$ cat src/sv/stramp_pkg.sv
// shared types, codes and constants for the servo timed ramp unit
package stramp_pkg;

    localparam int MAX_ANGLE_DEF = 180;
    localparam int TIME_BITS_DEF = 16;
    localparam int QUEUE_DEPTH   = 2;

    localparam int ANGLE_W     = 8;
    localparam int REQ_TIME_W  = 16;
    localparam int FUNC_W      = 2;
    localparam int CFG_W       = 16;
    localparam int CFG_IDX_W   = 1;
    localparam int IN_TDATA_W  = 32;
    localparam int OUT_TDATA_W = 24;

    localparam logic [CFG_IDX_W-1:0] CFG_MAX_MOVE_TIME = 1'd0;
    localparam logic [CFG_IDX_W-1:0] CFG_MIN_MOVE_TIME = 1'd1;

    localparam logic [CFG_W-1:0] MAX_TIME_RESET = 16'd5000;
    localparam logic [CFG_W-1:0] MIN_TIME_RESET = 16'd0;

    typedef enum logic [FUNC_W-1:0] {
        FN_TICK   = 2'd0,
        FN_MOVE   = 2'd1,
        FN_SET    = 2'd2,
        FN_UNUSED = 2'd3
    } t_func;

    typedef enum logic [2:0] {
        OP_NOP,
        OP_TICK,
        OP_MOVE,
        OP_SET,
        OP_REJECT
    } t_op;

    typedef struct packed {
        t_op                   op;
        logic                  axis;
        logic [ANGLE_W-1:0]    target;
        logic [REQ_TIME_W-1:0] dur;
    } t_cmd;

    typedef enum logic [2:0] {
        ST_IDLE,
        ST_EXEC,
        ST_MUL,
        ST_DIV,
        ST_EMIT
    } t_back_state;

endpackage

$ cat src/sv/servo_timed_ramp_unit.sv
// top level of the two-axis servo timed ramp unit
//
//  channel   dir  handshake                          payload
//  s_axis    in   i_s_axis_tvalid / o_s_axis_tready  tdata axis,target_angle,move_time; tuser func
//  m_axis    out  o_m_axis_tvalid / i_m_axis_tready  tdata pan,tilt,moving,status
//  cfg       in   i_cfg_we (no wait)                 i_cfg_addr, i_cfg_wdata
//
//  one result per input item; a ramping tick steps the back end through exec, multiply,
//  8 restoring-divide steps one quotient bit each, and emit; any other item through exec and emit
//  the front register is registered ahead of the queue and keeps taking items while the
//  two-entry queue has room, so input and output stall independently
//  synchronous active-low reset puts both axes at 0, no move running, config at defaults
//  config writes take effect on the next item; nothing is held off by them
module servo_timed_ramp_unit #(
    parameter int MAX_ANGLE = stramp_pkg::MAX_ANGLE_DEF,
    parameter int TIME_BITS = stramp_pkg::TIME_BITS_DEF
) (
    input  logic                               i_clk,
    input  logic                               i_rst_n,
    // config write port
    input  logic                               i_cfg_we,
    input  logic [stramp_pkg::CFG_IDX_W-1:0]   i_cfg_addr,
    input  logic [stramp_pkg::CFG_W-1:0]       i_cfg_wdata,
    // input stream
    input  logic                               i_s_axis_tvalid,
    output logic                               o_s_axis_tready,
    // [0] axis, [8:1] target_angle, [24:9] move_time, [31:25] zero
    input  logic [stramp_pkg::IN_TDATA_W-1:0]  i_s_axis_tdata,
    // [1:0] func
    input  logic [stramp_pkg::FUNC_W-1:0]      i_s_axis_tuser,
    // output stream
    output logic                               o_m_axis_tvalid,
    input  logic                               i_m_axis_tready,
    // [7:0] pan_drive, [15:8] tilt_drive, [16] moving, [17] status, [23:18] zero
    output logic [stramp_pkg::OUT_TDATA_W-1:0] o_m_axis_tdata
);
    import stramp_pkg::*;

    localparam logic [ANGLE_W-1:0] MAX_A = ANGLE_W'(MAX_ANGLE);

    // front to queue
    logic push;
    t_cmd push_cmd;
    logic q_full;

    // queue to back
    logic pop;
    logic q_empty;
    t_cmd pop_cmd;

    // classify and clamp, hold config
    stramp_front #(
        .MAX_ANGLE (MAX_ANGLE),
        .TIME_BITS (TIME_BITS)
    ) u_front (
        .i_clk           (i_clk),
        .i_rst_n         (i_rst_n),
        .i_cfg_we        (i_cfg_we),
        .i_cfg_addr      (i_cfg_addr),
        .i_cfg_wdata     (i_cfg_wdata),
        .i_s_axis_tvalid (i_s_axis_tvalid),
        .o_s_axis_tready (o_s_axis_tready),
        .i_s_axis_tdata  (i_s_axis_tdata),
        .i_s_axis_tuser  (i_s_axis_tuser),
        .o_push          (push),
        .o_cmd           (push_cmd),
        .i_full          (q_full)
    );

    // decouples the front transfer from the back-end sequencer
    stramp_fifo #(
        .DEPTH (QUEUE_DEPTH)
    ) u_fifo (
        .i_clk   (i_clk),
        .i_rst_n (i_rst_n),
        .i_push  (push),
        .i_cmd   (push_cmd),
        .o_full  (q_full),
        .i_pop   (pop),
        .o_empty (q_empty),
        .o_cmd   (pop_cmd)
    );

    // servo state, ramp arithmetic, result register
    stramp_back #(
        .TIME_BITS (TIME_BITS)
    ) u_back (
        .i_clk           (i_clk),
        .i_rst_n         (i_rst_n),
        .i_empty         (q_empty),
        .i_cmd           (pop_cmd),
        .o_pop           (pop),
        .o_m_axis_tvalid (o_m_axis_tvalid),
        .i_m_axis_tready (i_m_axis_tready),
        .o_m_axis_tdata  (o_m_axis_tdata)
    );

    // queue is never pushed while full
    a_no_overflow: assert property (@(posedge i_clk) disable iff (!i_rst_n)
        q_full |-> !push)
        else $error("command queue overflow");

    // a rejected command also stops any move
    a_reject_stops: assert property (@(posedge i_clk) disable iff (!i_rst_n)
        (o_m_axis_tvalid && o_m_axis_tdata[17]) |-> !o_m_axis_tdata[16])
        else $error("move still running after rejected command");

    // ramp never leaves the legal angle range
    a_angle_range: assert property (@(posedge i_clk) disable iff (!i_rst_n)
        o_m_axis_tvalid |-> (o_m_axis_tdata[7:0] <= MAX_A)
                            && (o_m_axis_tdata[15:8] <= MAX_A))
        else $error("servo angle out of range");

endmodule

$ cat src/sv/stramp_front.sv
// front end: config registers, input register, command classification and clamping
module stramp_front #(
    parameter int MAX_ANGLE = stramp_pkg::MAX_ANGLE_DEF,
    parameter int TIME_BITS = stramp_pkg::TIME_BITS_DEF
) (
    input  logic                             i_clk,
    input  logic                             i_rst_n,
    input  logic                             i_cfg_we,
    input  logic [stramp_pkg::CFG_IDX_W-1:0] i_cfg_addr,
    input  logic [stramp_pkg::CFG_W-1:0]     i_cfg_wdata,
    input  logic                             i_s_axis_tvalid,
    output logic                             o_s_axis_tready,
    input  logic [stramp_pkg::IN_TDATA_W-1:0] i_s_axis_tdata,
    input  logic [stramp_pkg::FUNC_W-1:0]    i_s_axis_tuser,
    output logic                             o_push,
    output stramp_pkg::t_cmd                 o_cmd,
    input  logic                             i_full
);
    import stramp_pkg::*;

    localparam logic [ANGLE_W-1:0] MAX_A = ANGLE_W'(MAX_ANGLE);
    // requested time is cut to the time counter width before clamping
    localparam logic [REQ_TIME_W-1:0] REQ_MASK =
        (TIME_BITS >= REQ_TIME_W) ? '1 : REQ_TIME_W'((1 << TIME_BITS) - 1);

    logic [CFG_W-1:0]      r_max_time;
    logic [CFG_W-1:0]      r_min_time;
    logic                  r_valid;
    t_cmd                  r_cmd;

    t_func                 func_c;
    logic                  axis_c;
    logic [ANGLE_W-1:0]    target_c;
    logic [REQ_TIME_W-1:0] req_c;
    logic [REQ_TIME_W-1:0] dur_c;
    logic [31:0]           dur_ext;
    logic                  dur_zero;
    logic                  bad_angle;
    logic                  s_xfer;
    t_cmd                  cmd_c;

    assign func_c   = t_func'(i_s_axis_tuser);
    assign axis_c   = i_s_axis_tdata[0];
    assign target_c = i_s_axis_tdata[8:1];
    assign req_c    = i_s_axis_tdata[24:9] & REQ_MASK;

    // when the two cross, a request above max gets max and any other gets min
    always_comb begin
        if (req_c > r_max_time) begin
            dur_c = r_max_time;
        end else if (req_c < r_min_time) begin
            dur_c = r_min_time;
        end else begin
            dur_c = req_c;
        end
    end

    assign dur_ext   = 32'(dur_c);
    assign dur_zero  = (dur_ext[TIME_BITS-1:0] == '0);
    assign bad_angle = (target_c > MAX_A);

    always_comb begin
        cmd_c.axis   = axis_c;
        cmd_c.target = target_c;
        cmd_c.dur    = dur_c;
        unique case (func_c)
            FN_TICK: cmd_c.op = OP_TICK;
            FN_MOVE: begin
                // a move that clamps to zero lands at once
                if (bad_angle) begin
                    cmd_c.op = OP_REJECT;
                end else if (dur_zero) begin
                    cmd_c.op = OP_SET;
                end else begin
                    cmd_c.op = OP_MOVE;
                end
            end
            FN_SET:  cmd_c.op = bad_angle ? OP_REJECT : OP_SET;
            default: cmd_c.op = OP_NOP;
        endcase
    end

    assign o_s_axis_tready = !r_valid || !i_full;
    assign s_xfer          = i_s_axis_tvalid && o_s_axis_tready;
    assign o_push          = r_valid && !i_full;
    assign o_cmd           = r_cmd;

    always_ff @(posedge i_clk) begin
        if (!i_rst_n) begin
            r_max_time <= MAX_TIME_RESET;
            r_min_time <= MIN_TIME_RESET;
            r_valid    <= 1'b0;
        end else begin
            if (i_cfg_we) begin
                unique case (i_cfg_addr)
                    CFG_MAX_MOVE_TIME: r_max_time <= i_cfg_wdata;
                    CFG_MIN_MOVE_TIME: r_min_time <= i_cfg_wdata;
                    default: ;
                endcase
            end
            if (s_xfer) begin
                r_valid <= 1'b1;
            end else if (o_push) begin
                r_valid <= 1'b0;
            end
        end
    end

    always_ff @(posedge i_clk) begin
        if (s_xfer) begin
            r_cmd <= cmd_c;
        end
    end

endmodule

$ cat src/sv/stramp_fifo.sv
// short command queue between front and back
module stramp_fifo #(
    parameter int DEPTH = stramp_pkg::QUEUE_DEPTH
) (
    input  logic             i_clk,
    input  logic             i_rst_n,
    input  logic             i_push,
    input  stramp_pkg::t_cmd i_cmd,
    output logic             o_full,
    input  logic             i_pop,
    output logic             o_empty,
    output stramp_pkg::t_cmd o_cmd
);
    import stramp_pkg::*;

    localparam int PTR_W = (DEPTH > 1) ? $clog2(DEPTH) : 1;
    localparam int CNT_W = $clog2(DEPTH + 1);
    localparam logic [PTR_W-1:0] LAST = PTR_W'(DEPTH - 1);

    t_cmd             r_mem [DEPTH];
    logic [PTR_W-1:0] r_wr;
    logic [PTR_W-1:0] r_rd;
    logic [CNT_W-1:0] r_cnt;

    assign o_full  = (r_cnt == CNT_W'(DEPTH));
    assign o_empty = (r_cnt == '0);
    assign o_cmd   = r_mem[r_rd];

    always_ff @(posedge i_clk) begin
        if (!i_rst_n) begin
            r_wr  <= '0;
            r_rd  <= '0;
            r_cnt <= '0;
        end else begin
            if (i_push) begin
                r_wr <= (r_wr == LAST) ? '0 : r_wr + 1'b1;
            end
            if (i_pop) begin
                r_rd <= (r_rd == LAST) ? '0 : r_rd + 1'b1;
            end
            if (i_push && !i_pop) begin
                r_cnt <= r_cnt + 1'b1;
            end else if (i_pop && !i_push) begin
                r_cnt <= r_cnt - 1'b1;
            end
        end
    end

    always_ff @(posedge i_clk) begin
        if (i_push) begin
            r_mem[r_wr] <= i_cmd;
        end
    end

endmodule

$ cat src/sv/stramp_back.sv
// back end: servo state, ramp multiply, restoring divide and result register
module stramp_back #(
    parameter int TIME_BITS = stramp_pkg::TIME_BITS_DEF
) (
    input  logic                               i_clk,
    input  logic                               i_rst_n,
    input  logic                               i_empty,
    input  stramp_pkg::t_cmd                   i_cmd,
    output logic                               o_pop,
    output logic                               o_m_axis_tvalid,
    input  logic                               i_m_axis_tready,
    output logic [stramp_pkg::OUT_TDATA_W-1:0] o_m_axis_tdata
);
    import stramp_pkg::*;

    localparam int PW = TIME_BITS + ANGLE_W;

    t_back_state          r_state;
    t_back_state          n_state;
    t_cmd                 r_cmd;
    logic [ANGLE_W-1:0]   r_pan;
    logic [ANGLE_W-1:0]   r_tilt;
    logic [ANGLE_W-1:0]   r_start;
    logic [ANGLE_W-1:0]   r_goal;
    logic                 r_axis;
    logic                 r_active;
    logic [TIME_BITS-1:0] r_elapsed;
    logic [TIME_BITS-1:0] r_dur;
    logic [PW-1:0]        r_rem;
    logic [ANGLE_W-1:0]   r_quo;
    logic [2:0]           r_bit;
    logic                 r_neg;
    logic                 r_status;
    logic                 r_out_valid;
    logic [OUT_TDATA_W-1:0] r_out_data;

    logic                 emit_go;
    logic [TIME_BITS-1:0] elapsed_inc;
    logic                 tick_done;
    logic                 ramp_tick;
    logic [31:0]          dur_ext;
    logic [TIME_BITS-1:0] cmd_dur;
    logic [ANGLE_W-1:0]   delta_mag;
    logic [PW-1:0]        prod;
    logic [PW-1:0]        trial;
    logic                 fits;
    logic [ANGLE_W-1:0]   n_quo;
    logic [ANGLE_W-1:0]   ramp_angle;

    assign elapsed_inc = r_elapsed + TIME_BITS'(1);
    assign tick_done   = (elapsed_inc >= r_dur);
    assign ramp_tick   = (r_cmd.op == OP_TICK) && r_active && !tick_done;
    assign dur_ext     = 32'(r_cmd.dur);
    assign cmd_dur     = dur_ext[TIME_BITS-1:0];

    assign delta_mag = (r_goal >= r_start) ? (r_goal - r_start) : (r_start - r_goal);
    assign prod      = PW'(delta_mag) * PW'(r_elapsed);
    assign trial     = PW'(r_dur) << r_bit;
    assign fits      = (r_rem >= trial);

    always_comb begin
        n_quo        = r_quo;
        n_quo[r_bit] = fits;
    end

    assign ramp_angle = r_neg ? (r_start - n_quo) : (r_start + n_quo);

    // next state
    always_comb begin
        n_state = r_state;
        unique case (r_state)
            ST_IDLE: if (!i_empty) n_state = ST_EXEC;
            ST_EXEC: n_state = ramp_tick ? ST_MUL : ST_EMIT;
            ST_MUL:  n_state = ST_DIV;
            ST_DIV:  if (r_bit == 3'd0) n_state = ST_EMIT;
            ST_EMIT: if (emit_go) n_state = ST_IDLE;
            default: n_state = ST_IDLE;
        endcase
    end

    // control outputs
    always_comb begin
        o_pop   = (r_state == ST_IDLE) && !i_empty;
        emit_go = (r_state == ST_EMIT) && (!r_out_valid || i_m_axis_tready);
    end

    assign o_m_axis_tvalid = r_out_valid;
    assign o_m_axis_tdata  = r_out_data;

    always_ff @(posedge i_clk) begin
        if (!i_rst_n) begin
            r_state     <= ST_IDLE;
            r_pan       <= '0;
            r_tilt      <= '0;
            r_start     <= '0;
            r_goal      <= '0;
            r_axis      <= 1'b0;
            r_active    <= 1'b0;
            r_elapsed   <= '0;
            r_dur       <= '0;
            r_status    <= 1'b0;
            r_out_valid <= 1'b0;
        end else begin
            r_state <= n_state;
            if (r_state == ST_EXEC) begin
                r_status <= (r_cmd.op == OP_REJECT);
                case (r_cmd.op)
                    OP_TICK: begin
                        if (r_active) begin
                            r_elapsed <= elapsed_inc;
                            if (tick_done) begin
                                r_active <= 1'b0;
                                if (r_axis) r_tilt <= r_goal;
                                else        r_pan  <= r_goal;
                            end
                        end
                    end
                    OP_MOVE: begin
                        r_active  <= 1'b1;
                        r_axis    <= r_cmd.axis;
                        r_start   <= r_cmd.axis ? r_tilt : r_pan;
                        r_goal    <= r_cmd.target;
                        r_elapsed <= '0;
                        r_dur     <= cmd_dur;
                    end
                    OP_SET: begin
                        r_active <= 1'b0;
                        if (r_cmd.axis) r_tilt <= r_cmd.target;
                        else            r_pan  <= r_cmd.target;
                    end
                    OP_REJECT: r_active <= 1'b0;
                    default: ;
                endcase
            end
            if ((r_state == ST_DIV) && (r_bit == 3'd0)) begin
                if (r_axis) r_tilt <= ramp_angle;
                else        r_pan  <= ramp_angle;
            end
            if (emit_go) begin
                r_out_valid <= 1'b1;
            end else if (i_m_axis_tready) begin
                r_out_valid <= 1'b0;
            end
        end
    end

    // datapath registers
    always_ff @(posedge i_clk) begin
        if (o_pop) begin
            r_cmd <= i_cmd;
        end
        if (r_state == ST_MUL) begin
            r_rem <= prod;
            r_neg <= (r_goal < r_start);
            r_quo <= '0;
            r_bit <= 3'd7;
        end
        if (r_state == ST_DIV) begin
            r_rem <= fits ? (r_rem - trial) : r_rem;
            r_quo <= n_quo;
            r_bit <= r_bit - 3'd1;
        end
        if (emit_go) begin
            r_out_data <= {6'd0, r_status, r_active, r_tilt, r_pan};
        end
    end

endmodule

$ cat config.mk
export PLATFORM = sky130hd
export DESIGN_NAME = servo_timed_ramp_unit
export DESIGN_NICKNAME = d
export VERILOG_FILES = /design/src/sv/stramp_pkg.sv /design/src/sv/servo_timed_ramp_unit.sv /design/src/sv/stramp_front.sv /design/src/sv/stramp_fifo.sv /design/src/sv/stramp_back.sv
export SDC_FILE = /design/constraint.sdc
export NUM_CORES = 1
export LEC_CHECK = 0
export BUFFER_PORTS_ARGS = -buffer_cell sky130_fd_sc_hd__buf_2
export CAP_MARGIN = 20
export CORE_UTILIZATION = 45
export DETAILED_ROUTE_END_ITERATION = 7
export GPL_TIMING_DRIVEN = 0
export MAX_ROUTING_LAYER = met4
export PLACE_DENSITY = 0.58
export SLEW_MARGIN = 20
export SYNTH_ARGS = -nofsm -noshare
export SYNTH_HDL_FRONTEND = slang
export SYNTH_HIERARCHICAL = 1
export SYNTH_SLANG_ARGS = --single-unit
$ cat constraint.sdc
create_clock -name i_clk -period 13.1 [get_ports i_clk]
set_input_delay 0.655 -clock i_clk [delete_from_list [all_inputs] [get_ports i_clk]]
set_output_delay 0.655 -clock i_clk [all_outputs]
set_load 0.03 [all_outputs]
==> impl_metrics.toml, run 1 <==
[routing]
avgViaCountPerCell = 5.48
ant_nets = 0
dr_total_vias = 15200
drc = 0
drt_iter0_markers = 1034
wl_per_cell_um = 18.5
drt-total-wl_mm = 51.4
first_pass_iters = 5

[synth]
yosys_warnings = 6
ys_ff_latch = 275
synth_edf_count = 166
async_reset_ff_frac = 0
syn-cell-area_mm2 = 0.0197
avgSynthCellArea_um2 = 9.59
synth_ff_type = "edfxtp_1"
ys_seq_area_frac = 0.365
syn-instance-count = 2049
ys_types = 88

[timing]
rsz0062_at_grt = "no"
fmax_mhz = 120
fin_hold_ws_ns = 0.244
fin_crit_sh = 0.634
worst_slack_ns = 4.80
maxSlewViolCount = 0
worst_pin_slew_ns = 1.04
timing.final.crit_period_ns = 8.30
fin_tns_setup_ns = 0
slew_headroom = 0.307
setup_viol = 0
clock_skew_ns = 0.0317
final_hold_viol_count = 0

[clock_tree]
cts_made_buffers = 31
clkTransAtPathRegs_ns = 0.06
clock-sinks = 275
holdBufCountCts = 0
clock_latency_ns = 0.60
max-clock-path-buffers = 3
htreeDepth = 1
cts_resized = 0
cts_tree = "yes"
postCtsSetupBuffers = 0
clockRootBuffer = "clkbuf_16"

[finish]
final_net_count = 2447
design_area_mm2 = 0.0220
drive_gt1_frac = 0.110
seq_area_mm2 = 0.00717
fillers = 4064
stdcell_count = 2772
fin_util = 0.511
syn_to_final_growth_pct = 12.1
n_antenna_cell = 0
multi_input_area_mm2 = 0.0113

[critical_path]
path_max_fanout = 10
crit_top_cell = "fa_1"
cp_top_family = "adder cells"
start_kind = "flip-flop"
endpoint_kind = "flip-flop"
crit_arrival_ns = 8.60
slowest_stage = "or4b_2"
path_buf_inv = 5
worstSetupPathType = "reg -> reg"
required_ns = 13.40
slowest_delay_ns = 0.65

[job]
maxCapViolCount = 0

[global_route]
antenna_found_initial = 0
overflow = 0
grt_pass1_vias = 15200
grt_max_degree = 29
grt_pass1_wl_mm = 82.3
grt_util_all_layers = 0.242

[place]
place_ws_ns = 4.88
io_buffers = 68
gp_congestion = 0.915
dp_cells = 2714
post_dp_cell_area_mm2 = 0.0209
hpwl_mm = 40.1

[pwr]
power.leakage_nw = 9.06
peakVddDrop_v = 0.000133
finalPower_mw = 2.62
powerDensity_mw_per_mm2 = 119

[floorplanning]
die_x_um = 211
die_area_mm2 = 0.0445
coreArea_mm2 = 0.0431
rows = 76
start_util = 0.456
io_pins = 82
die_h_um = 211

[outcome]
status = "finished, final reports clean"

[worst_hold_path]
hp-class = "in -> reg"
synth_stat cells (all sizes together), types with 26 or more instances:
master,count,share of area
nand2,225,0.043
mux2i,46,0.023
nor2b,51,0.016
nand3,26,0.0066
xnor2,43,0.020
mux2,36,0.021
a21boi,30,0.011
nor2,109,0.021
o21ai,83,0.022
and2,80,0.025
edfxtp,166,0.25
fa,88,0.090
inv,207,0.040
clkbuf,78,0.015
ha,141,0.090
a21o,32,0.012
a211oi,29,0.011
xor2,27,0.012
dfxtp,109,0.11
a21oi,141,0.036
final cells by class:
cell class	count	share of cell area
buffer	99	0.0207
clock buffer	35	0.0359
clock inverter	23	0.0165
inverter	208	0.0354
multi-input combinational	1472	0.514
sequential	275	0.325
tap	585	0.0332
timing repair buffer	75	0.0194
path summary, 6_finish.rpt:
path	from	endpoint	slack [ns]	cells after the start
worst max-delay path	u_back/r_goal[0]	u_back/r_rem[23]	4.80	28
worst min-delay path	i_s_axis_tdata[2]	u_front/o_cmd[17]	0.24	1
worst max register to register	u_back/r_goal[0]	u_back/r_rem[23]	4.80	28
worst min register to register	u_front/o_cmd[9]	u_fifo/r_mem[1][9]	0.44	0
state kept, by name, summed over array words and instances, names as in the netlist, 8 cells and up, named ones only:
signal / count
u_back/r_tilt: 8
u_back/cmd_dur: 16
u_front/r_max_time: 16
u_fifo/r_mem: 56
u_front/r_min_time: 16
u_back/r_rem: 24
u_back/r_start: 8
u_back/r_elapsed: 16
u_back/r_dur: 16
u_front/o_cmd: 28
u_back/r_pan: 8
u_back/r_cmd: 12
u_back/r_quo: 8
u_back/r_goal: 8
u_back/o_m_axis_tdata: 18
cells in the final DEF (no fill, tap or decap), types with 16 or more instances in the layout:
cell type,count
nand2_1,224
inv_1,206
edfxtp_1,166
ha_1,141
a21oi_1,140
dfxtp_1,109
nor2_1,105
fa_1,88
clkbuf_1,81
buf_2,80
and2_1,78
o21ai_0,76
nor2b_1,50
mux2i_1,46
xnor2_1,41
mux2_2,35
clkbuf_16,31
a21o_1,29
a21boi_0,29
a211oi_1,28
xor2_1,27
nand3_1,26
nand2b_1,24
a221oi_1,20
nor3_1,17
a31oi_1,16
kinds of logic (layout without fill, tap and decap cells):
group | count (synthesis) | after routing | share of synthesized area
AOI/OAI and AO/OA | 475 | 475 | 0.160
xor gates and xnor gates | 70 | 70 | 0.0319
other | 1 | 6 | 0.000191
buffers and inverters | 307 | 440 | 0.0629
DFF | 275 | 275 | 0.365
and+or+nand+nor | 606 | 606 | 0.152
adders and majority gates | 229 | 229 | 0.179
muxes | 86 | 86 | 0.0488
routing by layer:
layer  share of wire  GRT usage  vias up
met5               0          -        -
met3           0.046     0.0248       70
met1            0.45      0.317     7378
met4           0.024     0.0592        0
met2            0.48      0.402      380
li1                -          -     7372
power by group:
part | total (mW) | leakage, nW | internal (mW) | switching, mW
clock network | 0.984 | 0.562 | 0.599 | 0.385
logic | 0.553 | 6.06 | 0.199 | 0.354
registers | 1.08 | 2.43 | 1.03 | 0.0505
total | 2.62 | 9.06 | 1.83 | 0.789
Power figures use the tool's default switching activity.
==> inputs of run 2 (changes only) <==
==> constraint.sdc (replaced) <==
create_clock -name i_clk -period 7.9 [get_ports i_clk]
set_input_delay 0.395 -clock i_clk [delete_from_list [all_inputs] [get_ports i_clk]]
set_output_delay 0.395 -clock i_clk [all_outputs]
set_load 0.03 [all_outputs]
==> run 2 against run 1 <==
Against the previous run: routed wire length grew 0.74%; cell count increased by 0.65%; non-clock buffer count grew 17; largest power group unchanged; clock power rose by 66%.
==> impl_metrics.toml, run 2 (synthesized netlist as in run 1, its figures left out) <==
[worst_hold_path]
hp-start = "i_cfg_wdata[3]"
hp-class = "in -> reg"

[timing]
maxSlewViolCount = 0
worst_slack_ns = 0.212
fin_hold_ws_ns = 0.0463
setup_viol = 0
slew_headroom = 0.299
final_hold_viol_count = 0
fin_crit_sh = 0.973
timing.final.crit_period_ns = 7.69
worst_pin_slew_ns = 1.05
clock_skew_ns = 0.0318
fmax_mhz = 130
rsz0062_at_grt = "yes"

[floorplanning]
die_x_um = 211
rows = 76
io_pins = 82
die_h_um = 211
start_util = 0.456
die_area_mm2 = 0.0445
coreArea_mm2 = 0.0431

[clock_tree]
clockRootBuffer = "clkbuf_16"
max-clock-path-buffers = 3
clock_latency_ns = 0.60
clkTransAtPathRegs_ns = 0.07
cts_tree = "yes"
clock-sinks = 275
htreeDepth = 1
cts_made_buffers = 31

[global_route]
antenna_found_initial = 0
grt_util_all_layers = 0.243
grt_pass1_vias = 15400
overflow = 0
grt_max_degree = 29
grt_pass1_wl_mm = 82.8

[finish]
fillers = 4052
final_net_count = 2465
final_common_cell = "nand2_1"
mostFrequentLayoutCells = "nand2_1 (224), inv_1 (205), edfxtp_1 (166)"
n_antenna_cell = 0
largest_reg_flops = 56
syn_to_final_growth_pct = 13.6
drive_gt1_frac = 0.122
regMostFlops = "u_fifo/r_mem"

[place]
hpwl_mm = 40.1
gp_congestion = 0.915
place_ws_ns = -0.321
io_buffers = 68

[critical_path]
crit_arrival_ns = 7.99
start_kind = "flip-flop"
slowest_stage = "fa_1"
cp_top_family = "adder cells"
required_ns = 8.20
timing.rr.start = "u_back/r_goal[0]"
path_buf_inv = 7
setup.worst_path.start = "u_back/r_goal[0]"
endpoint_kind = "flip-flop"
worstSetupPathType = "reg -> reg"
path_max_fanout = 7
slowest_delay_ns = 0.55

[job]
maxCapViolCount = 0

[outcome]
status = "finished, final reports clean"

[routing]
ant_nets = 0
dr_total_vias = 15300
drc = 0
avgViaCountPerCell = 5.49
wl_per_cell_um = 18.5
drt-total-wl_mm = 51.7
drt_iter0_markers = 1067
first_pass_iters = 8

[pwr]
p_comb_frac = 0.227
swShare = 0.301
power.leakage_nw = 9.16
clockPowerShare = 0.368
internal-power_mw = 3.09
p_switching_mw = 1.33
peakVddDrop_v = 0.000221
powerDensity_mw_per_mm2 = 198
pwr-share-seq = 0.405
run 2: area by class of cell:
class / instances / area, um2 / area share
multi-input cells: 1473 / 11400 / 0.512
flip-flops and latches: 275 / 7170 / 0.321
clock buffers: 35 / 791 / 0.0354
inverters: 208 / 781 / 0.0350
well taps: 585 / 732 / 0.0328
repair buffers: 93 / 584 / 0.0262
plain buffers: 98 / 464 / 0.0208
clock inverters: 23 / 363 / 0.0163
run 2: final timing paths:
path	cells past startpoint	slack, ns	endpoint
worst max-delay path	30	0.21	u_back/r_rem[16]
worst max register to register	30	0.21	u_back/r_rem[16]
worst min-delay path	3	0.05	u_front/r_max_time[3]
worst min register to register	0	0.44	u_fifo/r_mem[1][9]
run 2: worst register-to-register path: cells and delay by family (launching register included):
family / cells / cell delay, ns
compound gates: 10 / 1.97
xor+xnor: 2 / 0.44
fa+ha+maj: 7 / 2.86
buf+inv: 7 / 0.54
flops: 1 / 0.35
mux: 1 / 0.32
simple gates: 3 / 0.88
run 2: power by group through the flow:
stage          clock [mW]  sequential [mW]  combinational, mW
2_1_floorplan           0             1.82              0.614
3_3_place_gp            0             1.83              0.881
3_5_place_dp            0             1.82              0.917
4_1_cts              1.67             1.79              0.964
5_1_grt              1.72             1.81               1.10
6_report             1.63             1.79               1.00
run 2: repair_timing:
action,CTS,global route
gates resized for setup,13,16
hold buffers,9,0
setup buffers,5,4
pin swaps,7,10
hold endpoints to repair,9,0
cloned,0,1
setup endpoints to repair,10,12
run 2: stage by stage:
stage | power (mW) | instance area, um2 | cells | setup TNS (ns) | utilization
6_report | 4.43 | 22300 | 2790 | 0 | 0.518
5_1_grt | 4.63 | 22300 | 2790 | -0.237 | 0.518
4_1_cts | 4.43 | 22200 | 2786 | 0 | 0.516
3_5_place_dp | 2.74 | 20900 | 2714 | -0.938 | 0.485
3_3_place_gp | 2.71 | 20700 | 2707 | -0.664 | 0.482
2_1_floorplan | 2.43 | 19700 | 2054 | 0 | -
run 2: routing by layer:
| metal | vias up | part of all wire | track usage |
|---|---|---|---|
| met1 | 7467 | 0.45 | 0.318 |
| met2 | 390 | 0.48 | 0.404 |
| met5 | - | 0 | - |
| li1 | 7399 | - | - |
| met4 | 0 | 0.024 | 0.0605 |
| met3 | 74 | 0.045 | 0.0247 |
